$ cat config.mk
export PLATFORM = sky130hd
export DESIGN_NAME = pcr_queue
export DESIGN_NICKNAME = d
export VERILOG_FILES = /design/src/hdl/pcr_queue.sv
export SDC_FILE = /design/constraint.sdc
export NUM_CORES = 1
export LEC_CHECK = 0
export ABC_AREA = 1
export BUFFER_PORTS_ARGS = -buffer_cell sky130_fd_sc_hd__buf_2
export CAP_MARGIN = 10
export CORE_UTILIZATION = 45
export CTS_CLUSTER_SIZE = 40
export DETAILED_ROUTE_END_ITERATION = 8
export PLACE_DENSITY = 0.77
export SKIP_LAST_GASP = 1
export SLEW_MARGIN = 20
export SYNTH_ARGS = -nofsm -noshare
export SYNTH_HDL_FRONTEND = slang
export SYNTH_SLANG_ARGS = --single-unit
$ cat constraint.sdc
create_clock -name i_clk -period 1.6 [get_ports i_clk]
set_input_delay 0.16 -clock i_clk [delete_from_list [all_inputs] [get_ports i_clk]]
set_output_delay 0.16 -clock i_clk [all_outputs]
set_load 0.005 [all_outputs]
$ cat src/hdl/pcr_queue.sv
module pcr_queue #(
    parameter int W     = 8,
    parameter int DEPTH = 4,
    localparam int AW   = (DEPTH > 1) ? $clog2(DEPTH) : 1,
    localparam int CW   = $clog2(DEPTH + 1)
) (
    input  logic         i_clk,
    input  logic         i_rst_n,
    input  logic         i_push,
    input  logic [W-1:0] i_data,
    output logic         o_full,
    input  logic         i_pop,
    output logic [W-1:0] o_data,
    output logic         o_empty
);

    logic [W-1:0]  r_mem [DEPTH];
    logic [AW-1:0] r_wr, r_rd, n_wr, n_rd;
    logic [CW-1:0] r_count;

    assign o_full  = (r_count == CW'(DEPTH));
    assign o_empty = (r_count == '0);
    assign o_data  = r_mem[r_rd];

    // Wrap pointers at the depth
    assign n_wr = (r_wr == AW'(DEPTH - 1)) ? '0 : r_wr + 1'b1;
    assign n_rd = (r_rd == AW'(DEPTH - 1)) ? '0 : r_rd + 1'b1;

    always_ff @(posedge i_clk) begin
        if (i_push) begin
            r_mem[r_wr] <= i_data;
        end
    end

    always_ff @(posedge i_clk) begin
        if (!i_rst_n) begin
            r_wr    <= '0;
            r_rd    <= '0;
            r_count <= '0;
        end else begin
            if (i_push) begin
                r_wr <= n_wr;
            end
            if (i_pop) begin
                r_rd <= n_rd;
            end
            if (i_push && !i_pop) begin
                r_count <= r_count + 1'b1;
            end else if (i_pop && !i_push) begin
                r_count <= r_count - 1'b1;
            end
        end
    end

    a_no_overfill: assert property (@(posedge i_clk) disable iff (!i_rst_n)
        i_push |-> !o_full || i_pop)
        else $error("queue written while full");

    a_no_underflow: assert property (@(posedge i_clk) disable iff (!i_rst_n)
        i_pop |-> r_count != '0)
        else $error("queue read while empty");

    a_fill: assert property (@(posedge i_clk) disable iff (!i_rst_n)
        i_push && !i_pop |=> r_count == $past(r_count) + 1'b1)
        else $error("queue count did not advance on write");

    a_drain: assert property (@(posedge i_clk) disable iff (!i_rst_n)
        i_pop && !i_push |=> r_count == $past(r_count) - 1'b1)
        else $error("queue count did not drop on read");

endmodule

==> flow_summary.json, run 1 <==
{
  "synth_area_leader_cell": "edfxtp_1",
  "hold_path_end": "r_mem[3][4]$_DFFE_PP_",
  "firstDrtPassIters": 6,
  "period_share_pct": 92.09,
  "max-cap-violations": 0,
  "rsz0062_at_grt": "false",
  "root_buffer": "clkbuf_4",
  "grt_max_degree": 17,
  "vias": 1065,
  "r2r_slack_ps": 300,
  "post_cts_buffers": 0,
  "leakage_nw": 0.7610,
  "synth.area.top_cells": "edfxtp_1, dfxtp_1, nor2_1",
  "ant_nets": 0,
  "cts_tree": "yes",
  "cts_buffer_depth": 2,
  "min_period_ps": 1474,
  "ys_ff_latch": 41,
  "cpMaxStageDelayCell": "dfxtp_2",
  "worstHoldStart": "i_data[4]",
  "grt_overflow_total": 0,
  "whs_path_depth": 1,
  "synth_top_cells_by_count": "edfxtp_1, nor2_1, inv_1, o21ai_0, dfxtp_1",
  "clk_latency_ps": 340,
  "yosysSeqAreaShare_pct": 69.09,
  "initialDrtViolationCount": 62,
  "synth_nets": 154,
  "r2r.worst_path.cells": 3,
  "post_drt_wl_per_cell_microns": 13.67,
  "cts_max_level": 2,
  "cts.reportedPaths.clkPinSlew_ps": 120,
  "cp_max_fo": 9,
  "synth_edf_count": 32,
  "totalNegativeSetupSlack_ps": 0,
  "core_area_sq_um": 3416,
  "path_cells": "inv_2 -> o21ai_0 -> o22ai_1 -> buf_2",
  "syn_inst": 135,
  "via_per_inst": 5.071,
  "powerDensity_nw_per_um2": 1130,
  "worstReg2RegEnd": "r_mem[3][7]$_DFFE_PP_",
  "grt_usage_pct": 16.16,
  "hold_class": "in2reg",
  "place.gp.congestion": 0.7287,
  "cts-hold-fix-buffers": 0,
  "cp-start-kind": "flop",
  "reg2reg_from": "r_wr[0]$_SDFFE_PN0P_",
  "timing.final.ws_setup_ps": 126.5,
  "arrival_ps": 1310,
  "worstSetupPathType": "reg2out",
  "critical-path-top-delay-family": "flip-flops",
  "finalSetupViolCount": 0,
  "status": "finished, final reports clean",
  "grt_pass1_vias": 1052,
  "synth.avg_cell_area_sq_um": 12.23,
  "fin_nets": 182,
  "die_h_microns": 62.58,
  "slowest_delay_ps": 400,
  "max-vdd-ir-drop_v": 0.0005641,
  "synth.distinct_cells": 19,
  "area_growth_pct": 14.62,
  "post-synth-top-count-cell": "edfxtp_1",
  "grt_pass1_wl_microns": 4678,
  "drv_slew": 0,
  "numCtsBuffers": 5,
  "die-width_microns": 62.58,
  "num-fill-cells": 289,
  "yosysTopAreaCellShare_pct": 58.18,
  "start_util_pct": 48.35,
  "worst-path-buf-inv": 2,
  "dp_hpwl_microns": 1978,
  "antenna_found_initial": 0,
  "drive_gt1_share_pct": 23.17,
  "worst_setup_path_end_kind": "output port",
  "ctsResizeCount": 3,
  "dieArea_sq_um": 3916,
  "hold_viol_final": 0,
  "syn-cell-area_sq_um": 1652,
  "drcViolationCount": 0,
  "diodes": 0,
  "dp_slack_ps": 156.6,
  "row_count": 21,
  "max-slew-margin-rel_pct": 73.95,
  "synth_ff_type": "edfxtp_1",
  "postSynth.asyncResetShare_pct": 0,
  "fmax_ghz": 0.6787,
  "fin_skew_ps": 5.943,
  "critPathRequiredTime_ps": 1440,
  "whs_ps": 27.20,
  "clock-sinks": 41,
  "yosys_warnings": 0,
  "io_buffer_count": 21,
  "worst_slew_pin_slew_ps": 390.4,
  "ios": 22,
  "drt-total-wl_microns": 2871
}
[cells in the final DEF (no fill, tap or decap), types with 2 or more instances in the layout]
cell,netlist,routed
nor2_1,22,22
ha_1,6,6
nor2_2,2,2
inv_1,15,14
clkbuf_4,0,5
nand2_1,8,8
o22ai_1,8,8
o21ai_2,2,2
nor3_1,4,4
o21ai_0,15,15
o21ai_1,2,2
buf_2,0,21
buf_4,0,2
a21oi_1,3,3
edfxtp_1,32,32
dfxtp_1,9,7
[flip-flops by register name, indices dropped and copies added (netlist names), named ones only]
signal,cells
r_rd,2
r_count,3
r_mem,32
r_wr,2
[worst max path at each step]
stage | end | cells after the start
3_3_place_gp | r_count[2]$_SDFFE_PN0P_ | 11
3_5_place_dp | r_count[2]$_SDFFE_PN0P_ | 11
6_report | o_data[2] | 4
2_1_floorplan | r_count[2]$_SDFFE_PN0P_ | 10
4_1_cts | o_data[2] | 4
5_1_grt | o_data[2] | 4
[cells by family (layout without fill, tap and decap cells)]
family	after synthesis	count (layout)	synth area share, %
and+or+nand+nor	38	38	9.470
adders and majority gates	7	7	5.758
xor gates and xnor gates	1	1	0.5304
AOI/OAI and AO/OA	30	30	10.15
buffers and inverters	18	47	4.999
DFF	41	41	69.09
[where the power goes]
part           internal (mW)  switching, mW  total (mW)
clock                  0.324          0.317       0.640
sequential              1.21         0.0400        1.25
combinational          0.105          0.147       0.252
total                   1.64          0.504        2.14
[layer usage]
metal / track usage [%] / vias up / wire length (microns)
met1: 18.95 / 503 / 1204
met2: 27.58 / 33 / 1468
met5: 0 / - / 0
li1: - / 524 / -
met3: 5.109 / 5 / 154
met4: 6.105 / 0 / 44
[cell type report]
class                   instances  area [sq um]  share of cell area [%]
inverters                      16         62.56                   3.305
flip-flops and latches         41          1146                   60.54
clock inverters                 3         41.29                   2.181
multi-input cells              76         427.9                   22.60
well taps                      46         57.56                   3.040
repair buffers                 23         120.1                   6.345
clock buffers                   5         37.54                   1.983
[worst register-to-register path: stages, from the launching register on]
cell and delay (ps):
dfxtp_1 410, ha_1 200, nand2_1 60, inv_1 300
[metrics by stage]
step / power, mW / util, % / cell area, sq um / cells
after floorplan: 1.416 / - / 1652 / 135
after global placement: 1.502 / 52.89 / 1807 / 202
after detailed placement: 1.522 / 52.89 / 1807 / 202
after CTS: 2.162 / 55.27 / 1888 / 210
after global routing: 2.244 / 55.42 / 1893 / 210
final: 2.139 / 55.42 / 1893 / 210
Note: power is estimated with default switching activity, not from simulation.
==> run 2, diff against run 1 <==
--- a/config.mk
+++ b/config.mk
@@ -5,10 +5,10 @@
 export SDC_FILE = /design/constraint.sdc
 export NUM_CORES = 1
 export LEC_CHECK = 0
-export ABC_AREA = 1
 export BUFFER_PORTS_ARGS = -buffer_cell sky130_fd_sc_hd__buf_2
 export CAP_MARGIN = 10
 export CORE_UTILIZATION = 45
+export CTS_BUF_LIST = sky130_fd_sc_hd__clkbuf_16
 export CTS_CLUSTER_SIZE = 40
 export DETAILED_ROUTE_END_ITERATION = 8
 export PLACE_DENSITY = 0.77
==> run 2 against run 1 <==
Net effect: global-route usage decreased by 0.57 points; via count down 24%; maximum frequency down 5.9%; design area up 3.2%; sequential cell count did not move; critical path depth fell by 1; register-to-register slack lost 200 ps; sequential share of layout area shrank 2.1 points; setup slack got worse by 92 ps; area after synthesis fell by 2.2%; largest power group unchanged.
==> flow_summary.json, run 2 <==
{
  "cts-hold-fix-buffers": 0,
  "worstSetupPathType": "reg2out",
  "powerDensity_nw_per_um2": 1251,
  "r2r_slack_ps": 100,
  "cts.reportedPaths.clkPinSlew_ps": 60,
  "ios": 22,
  "layout_common_cells": "edfxtp_1, buf_2, mux4_2, dfxtp_1, ha_1",
  "start_util_pct": 47.66,
  "hold_path_end": "r_mem[0][1]$_DFFE_PP_",
  "min_period_ps": 1566,
  "drive_gt1_share_pct": 35.34,
  "max-slew-margin-rel_pct": 70.74,
  "cp.depth": 3,
  "place.gp.congestion": 0.6848,
  "ys_ff_latch": 41,
  "grt_overflow_total": 0,
  "grt_max_degree": 14,
  "largest_reg_flops": 32,
  "row_count": 21,
  "status": "finished, final reports clean",
  "clk_latency_ps": 280,
  "cts_max_level": 2,
  "critical-path-top-delay-family": "multiplexers",
  "initialDrtViolationCount": 48,
  "num-fill-cells": 259,
  "synth_edf_count": 32,
  "clock-sinks": 41,
  "dp_slack_ps": -71.00,
  "post_drt_wl_per_cell_microns": 15.06,
  "numCtsBuffers": 5,
  "synth_nets": 105,
  "grt_usage_pct": 15.60,
  "reg2reg_from": "r_count[0]$_SDFFE_PN0P_",
  "postSynth.asyncResetShare_pct": 0,
  "path_cells": "buf_12 -> mux4_2 -> buf_6",
  "finalSetupViolCount": 0,
  "core_area_sq_um": 3390,
  "post-synth-top-count-cell": "edfxtp_1",
  "cp-start-kind": "flop",
  "fmax_ghz": 0.6387,
  "yosys_warnings": 0,
  "ant_nets": 0,
  "timing.final.ws_setup_ps": 34.20,
  "synth.avg_cell_area_sq_um": 18.78,
  "drt-total-wl_microns": 2440,
  "dieArea_sq_um": 3833,
  "regMostFlops": "r_mem",
  "wirelength_met1_microns": 1002,
  "fin_nets": 134,
  "hold_class": "in2reg",
  "synth.area.top_cells": "edfxtp_1, dfxtp_1, mux4_2",
  "max-cap-violations": 0,
  "diodes": 0,
  "synth_top_cells_by_count": "edfxtp_1, dfxtp_1, mux4_2",
  "period_share_pct": 97.86,
  "arrival_ps": 1410,
  "synth.distinct_cells": 20,
  "rsz0062_at_grt": "true",
  "r2r.worst_path.cells": 4,
  "die-width_microns": 61.91,
  "syn_inst": 86,
  "largest_registers": "r_mem: 32 flops, r_count: 3 flops",
  "worst_setup_path_end_kind": "output port",
  "drcViolationCount": 0,
  "worstHoldStart": "i_data[1]",
  "post_cts_buffers": 0,
  "antenna_found_initial": 0,
  "whs_ps": 93.17,
  "leakage_nw": 0.7244,
  "wl_met2_microns": 1286,
  "grt_pass1_vias": 838,
  "syn-cell-area_sq_um": 1615,
  "drv_slew": 0,
  "grt_pass1_wl_microns": 3850,
  "cts_tree": "yes",
  "fin_skew_ps": 2.747,
  "synth_area_leader_cell": "edfxtp_1",
  "cts_buffer_depth": 2,
  "critPathRequiredTime_ps": 1440,
  "slowest_delay_ps": 520,
  "worst_slew_pin_slew_ps": 438.9,
  "whs_path_depth": 1,
  "yosysSeqAreaShare_pct": 70.64,
  "cpMaxStageDelayCell": "mux4_2",
  "final_common_cell": "edfxtp_1",
  "io_buffer_count": 21,
  "cp_max_fo": 8,
  "max-vdd-ir-drop_v": 0.0005456,
  "wl_met3_microns": 142,
  "area_growth_pct": 20.91,
  "synth_ff_type": "edfxtp_1",
  "via_per_inst": 5.019,
  "yosysTopAreaCellShare_pct": 59.49,
  "hold_viol_final": 0,
  "dp_hpwl_microns": 1698,
  "worst-path-buf-inv": 2,
  "highest_layer": "met4",
  "firstDrtPassIters": 2,
  "root_buffer": "clkbuf_16",
  "vias": 813,
  "die_h_microns": 61.91,
  "worstReg2RegEnd": "r_count[2]$_SDFFE_PN0P_"
}
==> run 2: cell count changes after synthesis, moves of 3 or more <==
cell / change
a21oi_1: -3
mux2i_1: +4
o22ai_1: -8
inv_1: -11
and2_1: +5
nand2_1: -8
o21ai_0: -14
mux4_2: +8
nor2b_1: +5
nor2_1: -21
==> run 2: metrics by stage <==
step | setup TNS [ps] | util (%) | instance area (sq um) | power (mW) | cells
final | 0 | 57.62 | 1953 | 2.444 | 162
after global routing | -10.18 | 57.62 | 1953 | 2.553 | 162
after CTS | 0 | 56.96 | 1931 | 2.465 | 162
after detailed placement | -71.00 | 52.64 | 1784 | 1.513 | 154
after global placement | 0 | 52.64 | 1784 | 1.495 | 154
after floorplan | 0 | - | 1615 | 1.414 | 86
==> run 2: logic make-up after synthesis <==
logic type      share of synthesized area (%)
compound gates                          1.239
flops                                   70.64
xor+xnor                                1.085
simple gates                            5.577
buf+inv                                 1.936
fa+ha+maj                               5.887
mux                                     13.63
==> run 2: cell type report <==
cell class | count | area [sq um] | share of cell area, %
Sequential cell | 41 | 1142 | 58.49
Multi-Input combinational cell | 39 | 442.9 | 22.68
Tap cell | 46 | 57.56 | 2.947
Clock buffer | 5 | 125.1 | 6.406
Inverter | 4 | 15.01 | 0.7687
Timing Repair Buffer | 24 | 152.6 | 7.815
Clock inverter | 3 | 17.52 | 0.8969
==> run 2: per-layer routing <==
layer / vias up / track usage [%]
li1: 385 / -
met1: 402 / 16.41
met2: 24 / 26.27
met3: 2 / 8.075
met4: 0 / 6.667
met5: - / 0
==> run 2: report_power, final <==
group          switching (mW)  leakage, nW  internal (mW)  total [mW]
Sequential             0.0389        0.369           1.21        1.25
Clock                   0.370       0.0696          0.570       0.940
Combinational           0.110        0.286          0.141       0.251
==> run 2: worst max-delay path by stage <==
stage                                   end   from  slack (ps)
detailed placement  r_count[2]$_SDFFE_PN0P_  i_pop         -70
global route                      o_data[3]   flop         -10
global placement    r_count[2]$_SDFFE_PN0P_  i_pop          40
CTS                               o_data[3]   flop           2
finish                            o_data[3]   flop          30
floorplan           r_count[2]$_SDFFE_PN0P_  i_pop         180
==> run 2: what timing repair did <==
action,4_1_cts,5_1_grt
resized for setup,1,5
pin swaps,0,0
setup endpoints to repair,8,8
==> run 3, diff against run 2 <==
--- a/config.mk
+++ b/config.mk
@@ -11,6 +11,7 @@
 export CTS_BUF_LIST = sky130_fd_sc_hd__clkbuf_16
 export CTS_CLUSTER_SIZE = 40
 export DETAILED_ROUTE_END_ITERATION = 8
+export HOLD_SLACK_MARGIN = 0.1
 export PLACE_DENSITY = 0.77
 export SKIP_LAST_GASP = 1
 export SLEW_MARGIN = 20
==> run 3 against run 2 <==
Net effect: power rose by 0.44%; routed wire length rose by 0.57%; largest power group unchanged; first-iteration DRC count rose by 13%; critical path type unchanged.
==> flow_summary.json, run 3 (synthesis gave the netlist of run 2 again) <==
{
  "slowest_delay_ps": 520,
  "critPathRequiredTime_ps": 1440,
  "antenna_found_initial": 0,
  "io_buffer_count": 21,
  "worst-path-buf-inv": 2,
  "grt_usage_pct": 15.86,
  "max-cap-violations": 0,
  "grt_max_degree": 14,
  "grt_pass1_vias": 861,
  "status": "finished, final reports clean",
  "die-width_microns": 61.91,
  "final_cells": 168,
  "cp-start-kind": "flop",
  "dp_hpwl_microns": 1698,
  "cts_buffer_depth": 2,
  "core_area_sq_um": 3390,
  "dieArea_sq_um": 3833,
  "max-vdd-ir-drop_v": 0.0005439,
  "cpMaxStageDelayCell": "mux4_2",
  "start_util_pct": 47.66,
  "firstDrtPassIters": 3,
  "hold_class": "in2reg",
  "whs_ps": 111.4,
  "clock-sinks": 41,
  "drcViolationCount": 0,
  "hold_viol_final": 0,
  "place.gp.congestion": 0.6848,
  "layout_common_cells": "edfxtp_1, buf_2, mux4_2, dfxtp_1",
  "row_count": 21,
  "cp_max_fo": 8,
  "largest_reg_flops": 32,
  "grt_pass1_wl_microns": 3933,
  "drive_gt1_share_pct": 33.61,
  "clk_latency_ps": 280,
  "finalSetupViolCount": 0,
  "dp_cells": 154,
  "totalNegativeSetupSlack_ps": 0,
  "fin_skew_ps": 3.397,
  "fmax_ghz": 0.6405,
  "via_per_inst": 4.893,
  "final_common_cell": "edfxtp_1",
  "arrival_ps": 1400,
  "powerDensity_nw_per_um2": 1219,
  "leakage_nw": 0.7495,
  "cts.reportedPaths.clkPinSlew_ps": 60,
  "rsz0062_at_grt": "true",
  "ant_nets": 0,
  "min_period_ps": 1561,
  "ios": 22,
  "cts_tree": "yes",
  "vias": 822,
  "cts_max_level": 2,
  "period_share_pct": 97.58,
  "post_cts_buffers": 0,
  "numCtsBuffers": 5,
  "regMostFlops": "r_mem",
  "critical-path-top-delay-family": "multiplexers",
  "largest_registers": "r_mem: 32 flops, r_count: 3 flops",
  "power_mw": 2.455,
  "area_growth_pct": 24.63,
  "drv_slew": 0,
  "post_drt_wl_per_cell_microns": 14.61,
  "path_cells": "buf_12 -> mux4_2 -> buf_6",
  "worst_slew_pin_slew_ps": 421.4,
  "fin_nets": 140,
  "worstSetupPathType": "reg2out",
  "grt_overflow_total": 0,
  "diodes": 0,
  "root_buffer": "clkbuf_16",
  "worst_setup_path_end_kind": "output port",
  "initialDrtViolationCount": 54,
  "max-slew-margin-rel_pct": 71.91,
  "drt-total-wl_microns": 2454,
  "num-fill-cells": 251,
  "die_h_microns": 61.91
}
[run 3: per-stage QoR]
step                setup WS, ps  area [sq um]  util [%]
finish                     38.75          2013     59.39
global route              -10.18          2013     59.39
CTS                        1.900          1991     58.73
detailed placement        -71.00          1784     52.64
global placement           41.56          1784     52.64
floorplan                  177.3          1615         -
[run 3: worst paths after layout]
path,start,to,slack [ps],depth (start not counted)
max reg2reg,r_count[0]$_SDFFE_PN0P_,r_count[2]$_SDFFE_PN0P_,100,4
min,i_data[2],r_mem[0][2]$_DFFE_PP_,110,1
max,flop,o_data[3],40,3
min reg2reg,r_count[2]$_SDFFE_PN0P_,r_count[2]$_SDFFE_PN0P_,530,2
[run 3: area by class of cell]
cell class,instances,area (sq um),share of cell area (%)
clock buffers,5,125.1,6.215
clock inverters,3,17.52,0.8701
inverters,4,15.01,0.7458
multi-input cells,39,442.9,22.00
flip-flops and latches,41,1142,56.74
well taps,46,57.56,2.859
repair buffers,30,212.7,10.57
[run 3: power breakdown]
part           total, mW  internal [mW]  switching, mW
Combinational      0.262          0.151          0.111
Sequential          1.25           1.21         0.0388
Clock              0.940          0.570          0.370
[run 3: per-layer routing]
layer	wire, microns	global-route usage, %	vias up	share of wire (%)
met1	1003	16.97	397	41
met5	0	0	-	0
li1	-	-	396	-
met4	29	6.667	0	1.2
met2	1291	26.88	25	53
met3	130	7.660	4	5.3
[run 3: repair_timing]
action	in CTS	in global routing
hold buffers	6	0
gates resized for setup	1	5
hold endpoints to repair	24	0
setup endpoints to repair	8	8
